==> src/hdl/gcid_pkg.sv <==
`default_nettype none
package gcid_pkg;
  localparam int NUM_LINES = 8;
  localparam int PIN_W = 8;

  typedef enum logic [1:0] {
    CMD_READ  = 2'd0,
    CMD_WRITE = 2'd1,
    CMD_TICK  = 2'd2,
    CMD_NOP   = 2'd3
  } cmd_t;

  localparam logic [6:0] OFF_OUT      = 7'h00;
  localparam logic [6:0] OFF_IN       = 7'h04;
  localparam logic [6:0] OFF_DIR      = 7'h08;
  localparam logic [6:0] OFF_SET      = 7'h10;
  localparam logic [6:0] OFF_CLR      = 7'h14;
  localparam logic [6:0] OFF_PULLEN   = 7'h18;
  localparam logic [6:0] OFF_PULLKIND = 7'h1C;
  localparam logic [6:0] OFF_IRQEN    = 7'h20;
  localparam logic [6:0] OFF_RAW      = 7'h24;
  localparam logic [6:0] OFF_MASKED   = 7'h28;
  localparam logic [6:0] OFF_MASK     = 7'h2C;
  localparam logic [6:0] OFF_IRQCLR   = 7'h30;
  localparam logic [6:0] OFF_EDGE     = 7'h34;
  localparam logic [6:0] OFF_BOTH     = 7'h38;
  localparam logic [6:0] OFF_POL      = 7'h3C;
  localparam logic [6:0] OFF_DBEN     = 7'h40;
  localparam logic [6:0] OFF_DIV      = 7'h44;

  typedef logic [NUM_LINES-1:0] line_t;

  // decoded item passed from front to back
  typedef struct packed {
    logic        is_read;
    logic        is_write;
    logic        is_tick;
    logic [6:0]  off;
    logic [31:0] wdata;
    logic [PIN_W-1:0] pins;
  } op_t;

  typedef struct packed {
    logic [31:0]      read_data;
    logic [PIN_W-1:0] pin_drive;
    logic [PIN_W-1:0] pin_enable;
    logic             irq_line;
  } res_t;
endpackage
`default_nettype wire

==> src/hdl/gcid_if.sv <==
`default_nettype none
interface gcid_in_if;
  logic        valid;
  logic        ready;
  logic [1:0]  cmd;
  logic [6:0]  reg_offset;
  logic [31:0] write_data;
  logic [7:0]  pin_levels;
  modport source (output valid, cmd, reg_offset, write_data, pin_levels, input ready);
  modport sink (input valid, cmd, reg_offset, write_data, pin_levels, output ready);
endinterface

interface gcid_out_if;
  logic        valid;
  logic        ready;
  logic [31:0] read_data;
  logic [7:0]  pin_drive;
  logic [7:0]  pin_enable;
  logic        irq_line;
  modport source (output valid, read_data, pin_drive, pin_enable, irq_line, input ready);
  modport sink (input valid, read_data, pin_drive, pin_enable, irq_line, output ready);
endinterface
`default_nettype wire

==> src/hdl/gpio_controller_with_irq_detect_top.sv <==
// channel | dir | payload
// in_     | in  | cmd, reg_offset, write_data, pin_levels
// out_    | out | read_data, pin_drive, pin_enable, irq_line
// One item per cycle sustained while the receiver is ready. An accepted item is
// written into the queue, executed out of it into the output register, and
// offered as a result from there.
// Reset clears all registers but the queue storage; the queue empties.
// Output stall backs up the queue, then the input: with the receiver stalled the
// block holds three items (two queued, one in the output register) before
// in_ready drops.
`default_nettype none
module gpio_controller_with_irq_detect_top
  import gcid_pkg::*;
(
  input  wire logic clk,
  input  wire logic rst_n,
  gcid_in_if.sink   in_ch,
  gcid_out_if.source out_ch
);
  op_t  f_op, q_op;
  logic f_valid, f_ready, q_valid, q_ready;

  gcid_front u_front (.clk, .rst_n, .in_ch, .op(f_op), .op_valid(f_valid), .op_ready(f_ready));
  gcid_fifo u_fifo (.clk, .rst_n, .wr_op(f_op), .wr_valid(f_valid), .wr_ready(f_ready),
    .rd_op(q_op), .rd_valid(q_valid), .rd_ready(q_ready));
  gcid_back u_back (.clk, .rst_n, .op(q_op), .op_valid(q_valid), .op_ready(q_ready), .out_ch);

  a_hold: assert property (@(posedge clk) disable iff (!rst_n)
    out_ch.valid && !out_ch.ready |=> out_ch.valid) else $error("result dropped");
  a_rd0: assert property (@(posedge clk) disable iff (!rst_n)
    q_valid && q_ready && !q_op.is_read |=> out_ch.read_data == 32'd0)
    else $error("read_data not zero");
endmodule
`default_nettype wire

==> src/hdl/gcid_front.sv <==
`default_nettype none
module gcid_front
  import gcid_pkg::*;
(
  input  wire logic clk,
  input  wire logic rst_n,
  gcid_in_if.sink   in_ch,
  output op_t       op,
  output logic      op_valid,
  input  wire logic op_ready
);
  cmd_t c;
  always_comb begin
    c = cmd_t'(in_ch.cmd);
    in_ch.ready = op_ready;
    op_valid = in_ch.valid;
    op.is_read = (c == CMD_READ);
    op.is_write = (c == CMD_WRITE);
    op.is_tick = (c == CMD_TICK);
    op.off = in_ch.reg_offset;
    op.wdata = in_ch.write_data;
    op.pins = in_ch.pin_levels;
  end
  logic unused_clk;
  assign unused_clk = clk ^ rst_n;
endmodule
`default_nettype wire

==> src/hdl/gcid_fifo.sv <==
`default_nettype none
module gcid_fifo
  import gcid_pkg::*;
(
  input  wire logic clk,
  input  wire logic rst_n,
  input  op_t       wr_op,
  input  wire logic wr_valid,
  output logic      wr_ready,
  output op_t       rd_op,
  output logic      rd_valid,
  input  wire logic rd_ready
);
  // two-entry queue
  op_t        mem_r [2];
  logic       wp_r, rp_r;
  logic [1:0] cnt_r;
  logic       push, pop;

  assign wr_ready = (cnt_r != 2'd2);
  assign rd_valid = (cnt_r != 2'd0);
  assign rd_op = mem_r[rp_r];
  assign push = wr_valid && wr_ready;
  assign pop = rd_valid && rd_ready;

  always_ff @(posedge clk) begin
    if (push) mem_r[wp_r] <= wr_op;
    if (!rst_n) begin
      wp_r <= 1'b0;
      rp_r <= 1'b0;
      cnt_r <= 2'd0;
    end else begin
      if (push) wp_r <= ~wp_r;
      if (pop) rp_r <= ~rp_r;
      cnt_r <= cnt_r + {1'b0, push} - {1'b0, pop};
    end
  end
endmodule
`default_nettype wire

==> src/hdl/gcid_back.sv <==
`default_nettype none
module gcid_back
  import gcid_pkg::*;
(
  input  wire logic clk,
  input  wire logic rst_n,
  input  op_t       op,
  input  wire logic op_valid,
  output logic      op_ready,
  gcid_out_if.source out_ch
);
  line_t out_r, dir_r, pen_r, pkind_r, ien_r, raw_r, mask_r;
  line_t edge_r, both_r, pol_r, dben_r, filt_r, prev_r;
  logic [31:0] div_r, cnt_r;
  logic  ov_r;
  res_t  res_r;

  line_t out_nxt, raw_nxt, filt_nxt, m, sample, take, rise, fall, edge_ev, lvl_ev, ev;
  logic [31:0] rd, cnt_nxt;
  logic  strobe, go;

  assign op_ready = !ov_r || out_ch.ready;
  assign go = op_valid && op_ready;

  always_comb begin
    m = op.wdata[NUM_LINES-1:0];
    sample = line_t'(op.pins);
    strobe = cnt_r >= div_r;
    take = strobe ? '1 : ~dben_r;
    filt_nxt = (sample & take) | (filt_r & ~take);
    rise = filt_nxt & ~filt_r;
    fall = filt_r & ~filt_nxt;
    edge_ev = (both_r & (rise | fall)) | (~both_r & ((pol_r & rise) | (~pol_r & fall)));
    lvl_ev = (pol_r & filt_nxt) | (~pol_r & ~filt_nxt);
    ev = (edge_r & edge_ev) | (~edge_r & lvl_ev);
    cnt_nxt = strobe ? 32'd0 : cnt_r + 32'd1;
    rd = '0;
    case (op.off)
      OFF_OUT:      rd = 32'(out_r);
      OFF_IN:       rd = 32'(filt_r);
      OFF_DIR:      rd = 32'(dir_r);
      OFF_PULLEN:   rd = 32'(pen_r);
      OFF_PULLKIND: rd = 32'(pkind_r);
      OFF_IRQEN:    rd = 32'(ien_r);
      OFF_RAW:      rd = 32'(raw_r);
      OFF_MASKED:   rd = 32'(raw_r & ~mask_r);
      OFF_MASK:     rd = 32'(mask_r);
      OFF_EDGE:     rd = 32'(edge_r);
      OFF_BOTH:     rd = 32'(both_r);
      OFF_POL:      rd = 32'(pol_r);
      OFF_DBEN:     rd = 32'(dben_r);
      OFF_DIV:      rd = div_r;
      default:      rd = '0;
    endcase
    if (!op.is_read) rd = '0;
    out_nxt = out_r;
    raw_nxt = raw_r;
    if (op.is_write) begin
      case (op.off)
        OFF_OUT:    out_nxt = m;
        OFF_SET:    out_nxt = out_r | m;
        OFF_CLR:    out_nxt = out_r & ~m;
        OFF_IRQCLR: raw_nxt = raw_r & ~m;
        default:    ;
      endcase
    end
    if (op.is_tick) raw_nxt = raw_r | (ev & ien_r);
  end

  always_ff @(posedge clk) begin
    if (!rst_n) begin
      out_r <= '0; dir_r <= '0; pen_r <= '0; pkind_r <= '0; ien_r <= '0;
      raw_r <= '0; mask_r <= '0; edge_r <= '0; both_r <= '0; pol_r <= '0;
      dben_r <= '0; filt_r <= '0; prev_r <= '0; div_r <= '0; cnt_r <= '0;
      ov_r <= 1'b0;
      res_r <= '0;
    end else begin
      if (out_ch.ready) ov_r <= 1'b0;
      if (go) begin
        out_r <= out_nxt;
        raw_r <= raw_nxt;
        if (op.is_write) begin
          case (op.off)
            OFF_DIR:      dir_r <= m;
            OFF_PULLEN:   pen_r <= m;
            OFF_PULLKIND: pkind_r <= m;
            OFF_IRQEN:    ien_r <= m;
            OFF_MASK:     mask_r <= m;
            OFF_EDGE:     edge_r <= m;
            OFF_BOTH:     both_r <= m;
            OFF_POL:      pol_r <= m;
            OFF_DBEN:     dben_r <= m;
            OFF_DIV: begin
              div_r <= op.wdata;
              cnt_r <= '0;
            end
            default: ;
          endcase
        end
        if (op.is_tick) begin
          cnt_r <= cnt_nxt;
          prev_r <= filt_r;
          filt_r <= filt_nxt;
        end
        ov_r <= 1'b1;
        res_r.read_data <= rd;
        res_r.pin_drive <= PIN_W'(out_nxt);
        res_r.pin_enable <= PIN_W'((op.is_write && op.off == OFF_DIR) ? m : dir_r);
        res_r.irq_line <= |(raw_nxt &
                            ~((op.is_write && op.off == OFF_MASK) ? m : mask_r));
      end
    end
  end

  assign out_ch.valid = ov_r;
  assign out_ch.read_data = res_r.read_data;
  assign out_ch.pin_drive = res_r.pin_drive;
  assign out_ch.pin_enable = res_r.pin_enable;
  assign out_ch.irq_line = res_r.irq_line;
endmodule
`default_nettype wire

==> src/flat_wrapper.sv <==
// flat-port wrapper written by rule: the top's interface ports become plain ports
module gpio_controller_with_irq_detect_top_flat import gcid_pkg::*;
  (clk, rst_n, in_ch_valid, in_ch_cmd, in_ch_reg_offset, in_ch_write_data, in_ch_pin_levels, in_ch_ready, out_ch_valid, out_ch_read_data, out_ch_pin_drive, out_ch_pin_enable, out_ch_irq_line, out_ch_ready);
  gcid_in_if in_ch_i ();
  gcid_out_if out_ch_i ();
  input  wire logic clk;
  input  wire logic rst_n;
  input wire logic [$bits(in_ch_i.valid)-1:0] in_ch_valid;
  input wire logic [$bits(in_ch_i.cmd)-1:0] in_ch_cmd;
  input wire logic [$bits(in_ch_i.reg_offset)-1:0] in_ch_reg_offset;
  input wire logic [$bits(in_ch_i.write_data)-1:0] in_ch_write_data;
  input wire logic [$bits(in_ch_i.pin_levels)-1:0] in_ch_pin_levels;
  output wire logic [$bits(in_ch_i.ready)-1:0] in_ch_ready;
  output wire logic [$bits(out_ch_i.valid)-1:0] out_ch_valid;
  output wire logic [$bits(out_ch_i.read_data)-1:0] out_ch_read_data;
  output wire logic [$bits(out_ch_i.pin_drive)-1:0] out_ch_pin_drive;
  output wire logic [$bits(out_ch_i.pin_enable)-1:0] out_ch_pin_enable;
  output wire logic [$bits(out_ch_i.irq_line)-1:0] out_ch_irq_line;
  input wire logic [$bits(out_ch_i.ready)-1:0] out_ch_ready;
  assign in_ch_i.valid = in_ch_valid;
  assign in_ch_i.cmd = in_ch_cmd;
  assign in_ch_i.reg_offset = in_ch_reg_offset;
  assign in_ch_i.write_data = in_ch_write_data;
  assign in_ch_i.pin_levels = in_ch_pin_levels;
  assign in_ch_ready = in_ch_i.ready;
  assign out_ch_valid = out_ch_i.valid;
  assign out_ch_read_data = out_ch_i.read_data;
  assign out_ch_pin_drive = out_ch_i.pin_drive;
  assign out_ch_pin_enable = out_ch_i.pin_enable;
  assign out_ch_irq_line = out_ch_i.irq_line;
  assign out_ch_i.ready = out_ch_ready;
  gpio_controller_with_irq_detect_top u_core (.clk(clk), .rst_n(rst_n), .in_ch(in_ch_i), .out_ch(out_ch_i));
endmodule
==> config.mk <==
export PLATFORM = sky130hd
export DESIGN_NAME = gpio_controller_with_irq_detect_top_flat
export DESIGN_NICKNAME = d
export VERILOG_FILES = /design/src/hdl/gcid_pkg.sv /design/src/hdl/gcid_if.sv /design/src/hdl/gpio_controller_with_irq_detect_top.sv /design/src/hdl/gcid_front.sv /design/src/hdl/gcid_fifo.sv /design/src/hdl/gcid_back.sv /design/src/flat_wrapper.sv
export SDC_FILE = /design/constraint.sdc
export NUM_CORES = 1
export LEC_CHECK = 0
export CAP_MARGIN = 25
export CORE_UTILIZATION = 69
export DETAILED_ROUTE_END_ITERATION = 8
export DONT_BUFFER_PORTS = 1
export HOLD_SLACK_MARGIN = 0.15
export PLACE_DENSITY = 0.82
export SLEW_MARGIN = 20
export SYNTH_ARGS = -nofsm -noshare
export SYNTH_HDL_FRONTEND = slang
export SYNTH_SLANG_ARGS = --single-unit
==> constraint.sdc <==
create_clock -name clk -period 12 [get_ports clk]
set_clock_uncertainty 0.2 [all_clocks]
set_input_delay 1.8 -clock clk [delete_from_list [all_inputs] [get_ports clk]]
set_output_delay 1.8 -clock clk [all_outputs]
set_load 0.02 [all_outputs]
* After elaboration in Yosys (flattened, before gate mapping)
Memories as Yosys holds them, arrays and structs flattened. A register that Yosys moved wholly into a read port is not among the register bits.
Cells that the tools add are included.
** Storage, ports and cells
- Bits in registers :: 206
- Bits in writable memories :: 100
- Bits of input ports :: 53
- Output and inout bits :: 51
- Memories :: 1
** Memory list
- u_core.u_fifo.mem_r :: words 2, width 50, rd ports 1, clocked after Yosys merged registers in 1, write ports 1, RTL line gcid_fifo.sv:15 : op_t mem_r [2];
** Cells by class
- $add $sub $neg :: 3
- Magnitude comparators :: 1
- Eq/ne operators :: 19
- Muxes and demuxes :: 20
- Bitwise operators :: 37
- Reduce and logical (&&, ||, !) cells :: 27
** Operator list (number)
- $pmux W32 S14 :: 1
- $mux W32 :: 5
- $and A8 B8 Y8 :: 16
- $not A8 Y8 :: 9
- $or A8 B8 Y8 :: 8
- $eq A7 B6 Y1 const B :: 8
- $mux W8 :: 7
- $reduce_and A3 Y1 :: 12
- $add A32 B1 Y32 const B :: 1
- $and A8 B32 Y32 :: 1
- $ge A32 B32 Y1 :: 1
- $not A8 Y32 :: 1
- $eq A7 B5 Y1 const B :: 4
- $pmux W8 S3 :: 1
- $eq A7 B7 Y1 const B :: 2
- $reduce_bool A2 Y1 :: 4
- $reduce_or A8 Y1 :: 1
- $eq A7 B3 Y1 const B :: 1
- $eq A7 B4 Y1 const B :: 1
- $logic_not A7 Y1 :: 1
- $mux W1 :: 6
- $logic_and A1 B1 Y1 :: 4
- $reduce_bool A3 Y1 :: 1
- $add A2 B1 Y2 :: 1
- 9 further kinds :: 10

* Logic depth before layout (Yosys ltp)
- Depth in word-level cells :: 18
- Depth in mapped cells :: 18
- Depth with buffers taken out :: 18

* Cells and area by module
A second synthesis with hierarchy kept.
** Second synthesis, totals
- Cells, all modules :: 1470
- Area total of the unflattened synthesis :: 14833.0 um^2
** By module, submodules not included
- gcid_back :: times used 1, cells each 1232, area each 10562.6 um^2
- gcid_fifo :: times used 1, cells each 186, area each 3883.7 um^2
- gcid_front :: times used 1, cells each 52, area each 386.6 um^2

* Worst setup path before layout
Ideal clock, no wire load.
- Path type :: input -> register
- Start :: input in_ch_valid
- End :: memory u_core.u_fifo.mem_r[0][0] (netlist name), enable pin
- Data arrival time :: 4.007 ns
- Data required time :: 11.341 ns
- Slack :: 7.334 ns
- Cell stages on the path :: 2
- Path buffers :: 0
- Cell sequence :: nand2_1 > nor2_1
** On the way
- Cells in the longest elaborated chain, start to end :: 3
** RTL lines
- start, declared :: RTL line flat_wrapper.sv:8 : input wire logic [$bits(in_ch_i.valid)-1:0] in_ch_valid;
- $logic_and A1 B1 Y1 :: RTL line gcid_fifo.sv:23 : assign push = wr_valid && wr_ready;
- $mux W1 :: RTL line gcid_fifo.sv:27 : if (push) mem_r[wp_r] <= wr_op;
- $mux W1 (implied by the code) :: RTL line gcid_fifo.sv:27
- end, declared :: RTL line gcid_fifo.sv:15
Every way passes these cells.

* Final worst setup path
- Start :: register u_core.u_back.div_r[11]
- End :: register u_core.u_back.out_ch.irq_line (netlist name)
** On the way
- Cells in the longest elaborated chain, start to end :: 18
** RTL lines
- start, declared :: RTL line gcid_back.sv:14 : logic [31:0] div_r, cnt_r;
- start signal, assigned :: RTL line gcid_back.sv:94 : div_r <= op.wdata;
- $ge A32 B32 Y1 * :: RTL line gcid_back.sv:28 : strobe = cnt_r >= div_r;
- $mux W8 * :: RTL line gcid_back.sv:29 : take = strobe ? '1 : ~dben_r;
- $not A8 Y8 :: RTL line gcid_back.sv:30 : filt_nxt = (sample & take) | (filt_r & ~take);
- $and A8 B8 Y8 :: RTL line gcid_back.sv:30
- $or A8 B8 Y8 * :: RTL line gcid_back.sv:30
- via u_core.u_back.filt_nxt[5] :: RTL line gcid_back.sv:18 : line_t out_nxt, raw_nxt, filt_nxt, m, sample, take, rise, fall, edge_ev, lvl_ev, ev;
- $not A8 Y8 :: RTL line gcid_back.sv:32, gcid_back.sv:34
- $and A8 B8 Y8 :: RTL line gcid_back.sv:32 : fall = filt_r & ~filt_nxt;
- (+3 left out)
- $or A8 B8 Y8 :: RTL line gcid_back.sv:33 : edge_ev = (both_r & (rise | fall)) | (~both_r & ((pol_r & rise) | (~pol_r & fall)));
- $and A8 B8 Y8 :: RTL line gcid_back.sv:35 : ev = (edge_r & edge_ev) | (~edge_r & lvl_ev);
- $or A8 B8 Y8 * :: RTL line gcid_back.sv:35
- $and A8 B8 Y8 * :: RTL line gcid_back.sv:67 : if (op.is_tick) raw_nxt = raw_r | (ev & ien_r);
- $or A8 B8 Y8 * :: RTL line gcid_back.sv:67
- $mux W8 * :: RTL line gcid_back.sv:67
- $and A8 B8 Y8 * :: RTL line gcid_back.sv:109 : res_r.irq_line <= |(raw_nxt &
- $reduce_or A8 Y1 * :: RTL line gcid_back.sv:109
The timed path passes the listed nets; every way through them passes the cells marked *.
A chain may end at the register's enable or synchronous reset.

==> reports/results.ini <==
[outcome]
status = completed

[synthesis]
ys_warn_count = 0
ys_top_cells_by_count = nand2_1 (211), dfxtp_1 (207), o211a_1 (105)
synthFlopType = dfxtp_1
ys_seq_elements = 307
yosysMostFrequentCell = nand2_1
mappedNetlistArea_um2 = 14400
synth_top_area_frac = 0.289
synthCells = 1391
avgSynthCellArea_um2 = 10.3
ys_seq_area_frac = 0.498
ys_async_sr_fraction = 0
ys_types = 65
synth_top_cell_by_area = dfxtp_1
synth_area_leaders = dfxtp_1 (29%), edfxtp_1 (21%), o211a_1 (7.3%)
synth_nets = 1495
synth-edff-count = 100

[critical_path]
worstSetupStartpoint = u_core.u_back.div_r[11]
crit_required_ps = 12230
crit_path_top_delay_cell = nor3b_1
cp-start-kind = flop
critical_path.cell_chain = inv_1, ha_1, a21oi_1, o21ai_0, a221oi_1, a31oi_4, nor3b_1, mux2i_1, inv_1, ha_1, mux2_2, o21ai_0, a21oi_1, nor2_1, a221o_1, o22ai_1, nor4_1, a31oi_1
cp-end-kind = flop
r2r_start = u_core.u_back.div_r[11]
path_max_fanout = 10
max_stage_delay_ps = 560
crit_type = flop to flop
crit_arrival_ps = 4980

[final_layout]
final_cell_count_no_fill = 1671
finalNetCount = 1482
syn_to_final_growth_pct = 8.77
antenna_cells = 0
layout-drive-gt1-share = 0.0892

[timing]
fin_crit_ps = 4740
slew_viol_final = 0
max_slew.worst_pin.slew_ps = 1100
period_share = 0.395
hold_viol_final = 0
tns_ps = 0
relSlewSlack = 0.262
fmax_mhz = 211
final-setup-viol-count = 0
rsz0062_at_grt = false

[die]
coreArea_um2 = 20300
fp.dieW_um = 146
die_h_um = 146
initial_core_util = 0.707
die-area_um2 = 21400
core.rowCount = 52
num_io_pins = 104

[global_routing]
grt_pass1_wl_mm = 57.5
grt_usage = 0.345
grt_max_degree = 178
grt_pass1_vias = 10490
antenna_found_initial = 0
gr-total-overflow = 0

[placement]
hpwl_mm = 24.7
gp_congestion = 0.970
io_buffers = 0
dpl.cell_count = 1613

[power_and_ir_drop]
p_leak_nw = 6.65
power_density_nw_per_um2 = 169
peakVddDrop_mv = 0.174

[clocking]
cts_resized = 0
cts_hold_buf = 0
root_buffer = clkbuf_16
numCtsBuffers = 31
cts_setup_buffers = 0
cts_max_level = 1
cts_tree = built
cts.clk_slew.worst_paths_ps = 60
clock_sink_count = 307
clock_latency_ps = 560
clock_path_buffers = 3

[run]
cap_violations = 0

[route]
drc = 0
viasPerCell = 6.62
ant_nets = 0
drtIter0Drc = 1224
wire_per_inst_um = 22.1
routed_wl_mm = 37.0
firstDrtPassIters = 6
vias = 11068

[min_path]
min_from = u_core.u_back.pen_r[7]
hold_path.class = flop to flop

==> sequential cells by signal, summed over array words and instances, names as in the netlist, 2 cells and up, named ones only <==
| name | count |
|---|---|
| u_core.u_back.edge_r | 8 |
| u_core.u_back.mask_r | 8 |
| u_core.u_back.dir_r | 8 |
| u_core.u_back.div_r | 32 |
| u_core.u_back.ien_r | 8 |
| u_core.u_back.out_ch.read_data | 32 |
| u_core.u_fifo.mem_r | 100 |
| u_core.u_fifo.cnt_r | 2 |
| u_core.u_back.dben_r | 8 |
| u_core.u_back.pen_r | 8 |
| u_core.u_back.pkind_r | 8 |
| u_core.u_back.cnt_r | 32 |
| u_core.u_back.out_ch.pin_enable | 8 |
| u_core.u_back.filt_r | 8 |
| u_core.u_back.pol_r | 8 |
| u_core.u_back.out_ch.pin_drive | 8 |
| u_core.u_back.both_r | 8 |
| u_core.u_back.raw_r | 8 |
==> routing by layer <==
layer  routed length [µm]  GRT usage  share of wire  vias to the layer above
li1                     -          -              -                     5044
met1                15300      0.485           0.41                     5287
met2                15700      0.511           0.43                      617
met3                 4740      0.105           0.13                      120
met4                 1230      0.108          0.033                        0
met5                    0          0              0                        -
==> area by class of cell <==
| class | instances | area [µm²] |
|---|---|---|
| clock inverters | 14 | 128 |
| multi-input cells | 953 | 6740 |
| repair buffers | 27 | 200 |
| inverters | 58 | 218 |
| clock buffers | 42 | 847 |
| fillers | 1370 | 4680 |
| flip-flops and latches | 307 | 7150 |
| well taps | 270 | 338 |
==> report_power, final <==
| group | total (mW) | switching, mW | leakage [nW] | internal, mW |
|---|---|---|---|---|
| registers | 1.18 | 0.0403 | 2.60 | 1.14 |
| clock network | 0.927 | 0.392 | 0.469 | 0.535 |
| logic | 0.538 | 0.363 | 3.57 | 0.175 |
| total | 2.64 | 0.795 | 6.65 | 1.85 |
==> cells by family (layout without fill, tap and decap cells) <==
| group | after synthesis | after routing | share of synthesized area |
|---|---|---|---|
| AO/OA/AOI/OAI | 348 | 348 | 0.195 |
| XOR/XNOR | 52 | 52 | 0.0317 |
| adder cells (fa/ha/maj) | 51 | 51 | 0.0444 |
| buffers and inverters | 131 | 141 | 0.0352 |
| flip-flops | 307 | 307 | 0.498 |
| multiplexers | 78 | 78 | 0.0570 |
| AND/OR/NAND/NOR | 424 | 424 | 0.139 |
==> path summary, 6_finish.rpt <==
path | end | slack [ps] | depth (start not counted)
worst max-delay path | u_core.u_back.out_ch.irq_line | 7260 | 18
worst min-delay path | u_core.u_back.pen_r[7] | 300 | 1
worst max register to register | u_core.u_back.out_ch.irq_line | 7260 | 18
worst min register to register | u_core.u_back.pen_r[7] | 300 | 1
==> cells in the final DEF (no fill, tap or decap), types with 36 or more instances in the layout <==
cell type,netlist,routed
xor2_1,36,36
o21ai_0,41,40
nand2_1,211,210
a22oi_1,67,67
edfxtp_1,100,100
ha_1,51,51
nor2_1,63,62
o211a_1,105,105
mux2i_1,48,47
inv_1,57,57
nor2b_1,39,39
dfxtp_1,207,206
==> through the flow <==
stage | util | setup slack, ps | cell area [µm²] | total power [mW] | hold WS [ps]
2_1_floorplan | - | 7330 | 14400 | 1.57 | 272
3_3_place_gp | 0.720 | 7150 | 14600 | 1.70 | 280
3_5_place_dp | 0.721 | 7090 | 14600 | 1.72 | 287
4_1_cts | 0.769 | 7280 | 15600 | 2.64 | 301
5_1_grt | 0.769 | 6910 | 15600 | 2.73 | 311
6_report | 0.769 | 7260 | 15600 | 2.64 | 298
==> critical path, delay by kind of cell (launching register included) <==
kind	cells	cell delay, ps
AOI/OAI and AO/OA	9	1640
adders and majority gates	2	520
buffers and inverters	2	180
DFF	1	440
muxes	2	720
and+or+nand+nor	3	880
Power figures use the tool's default switching activity.
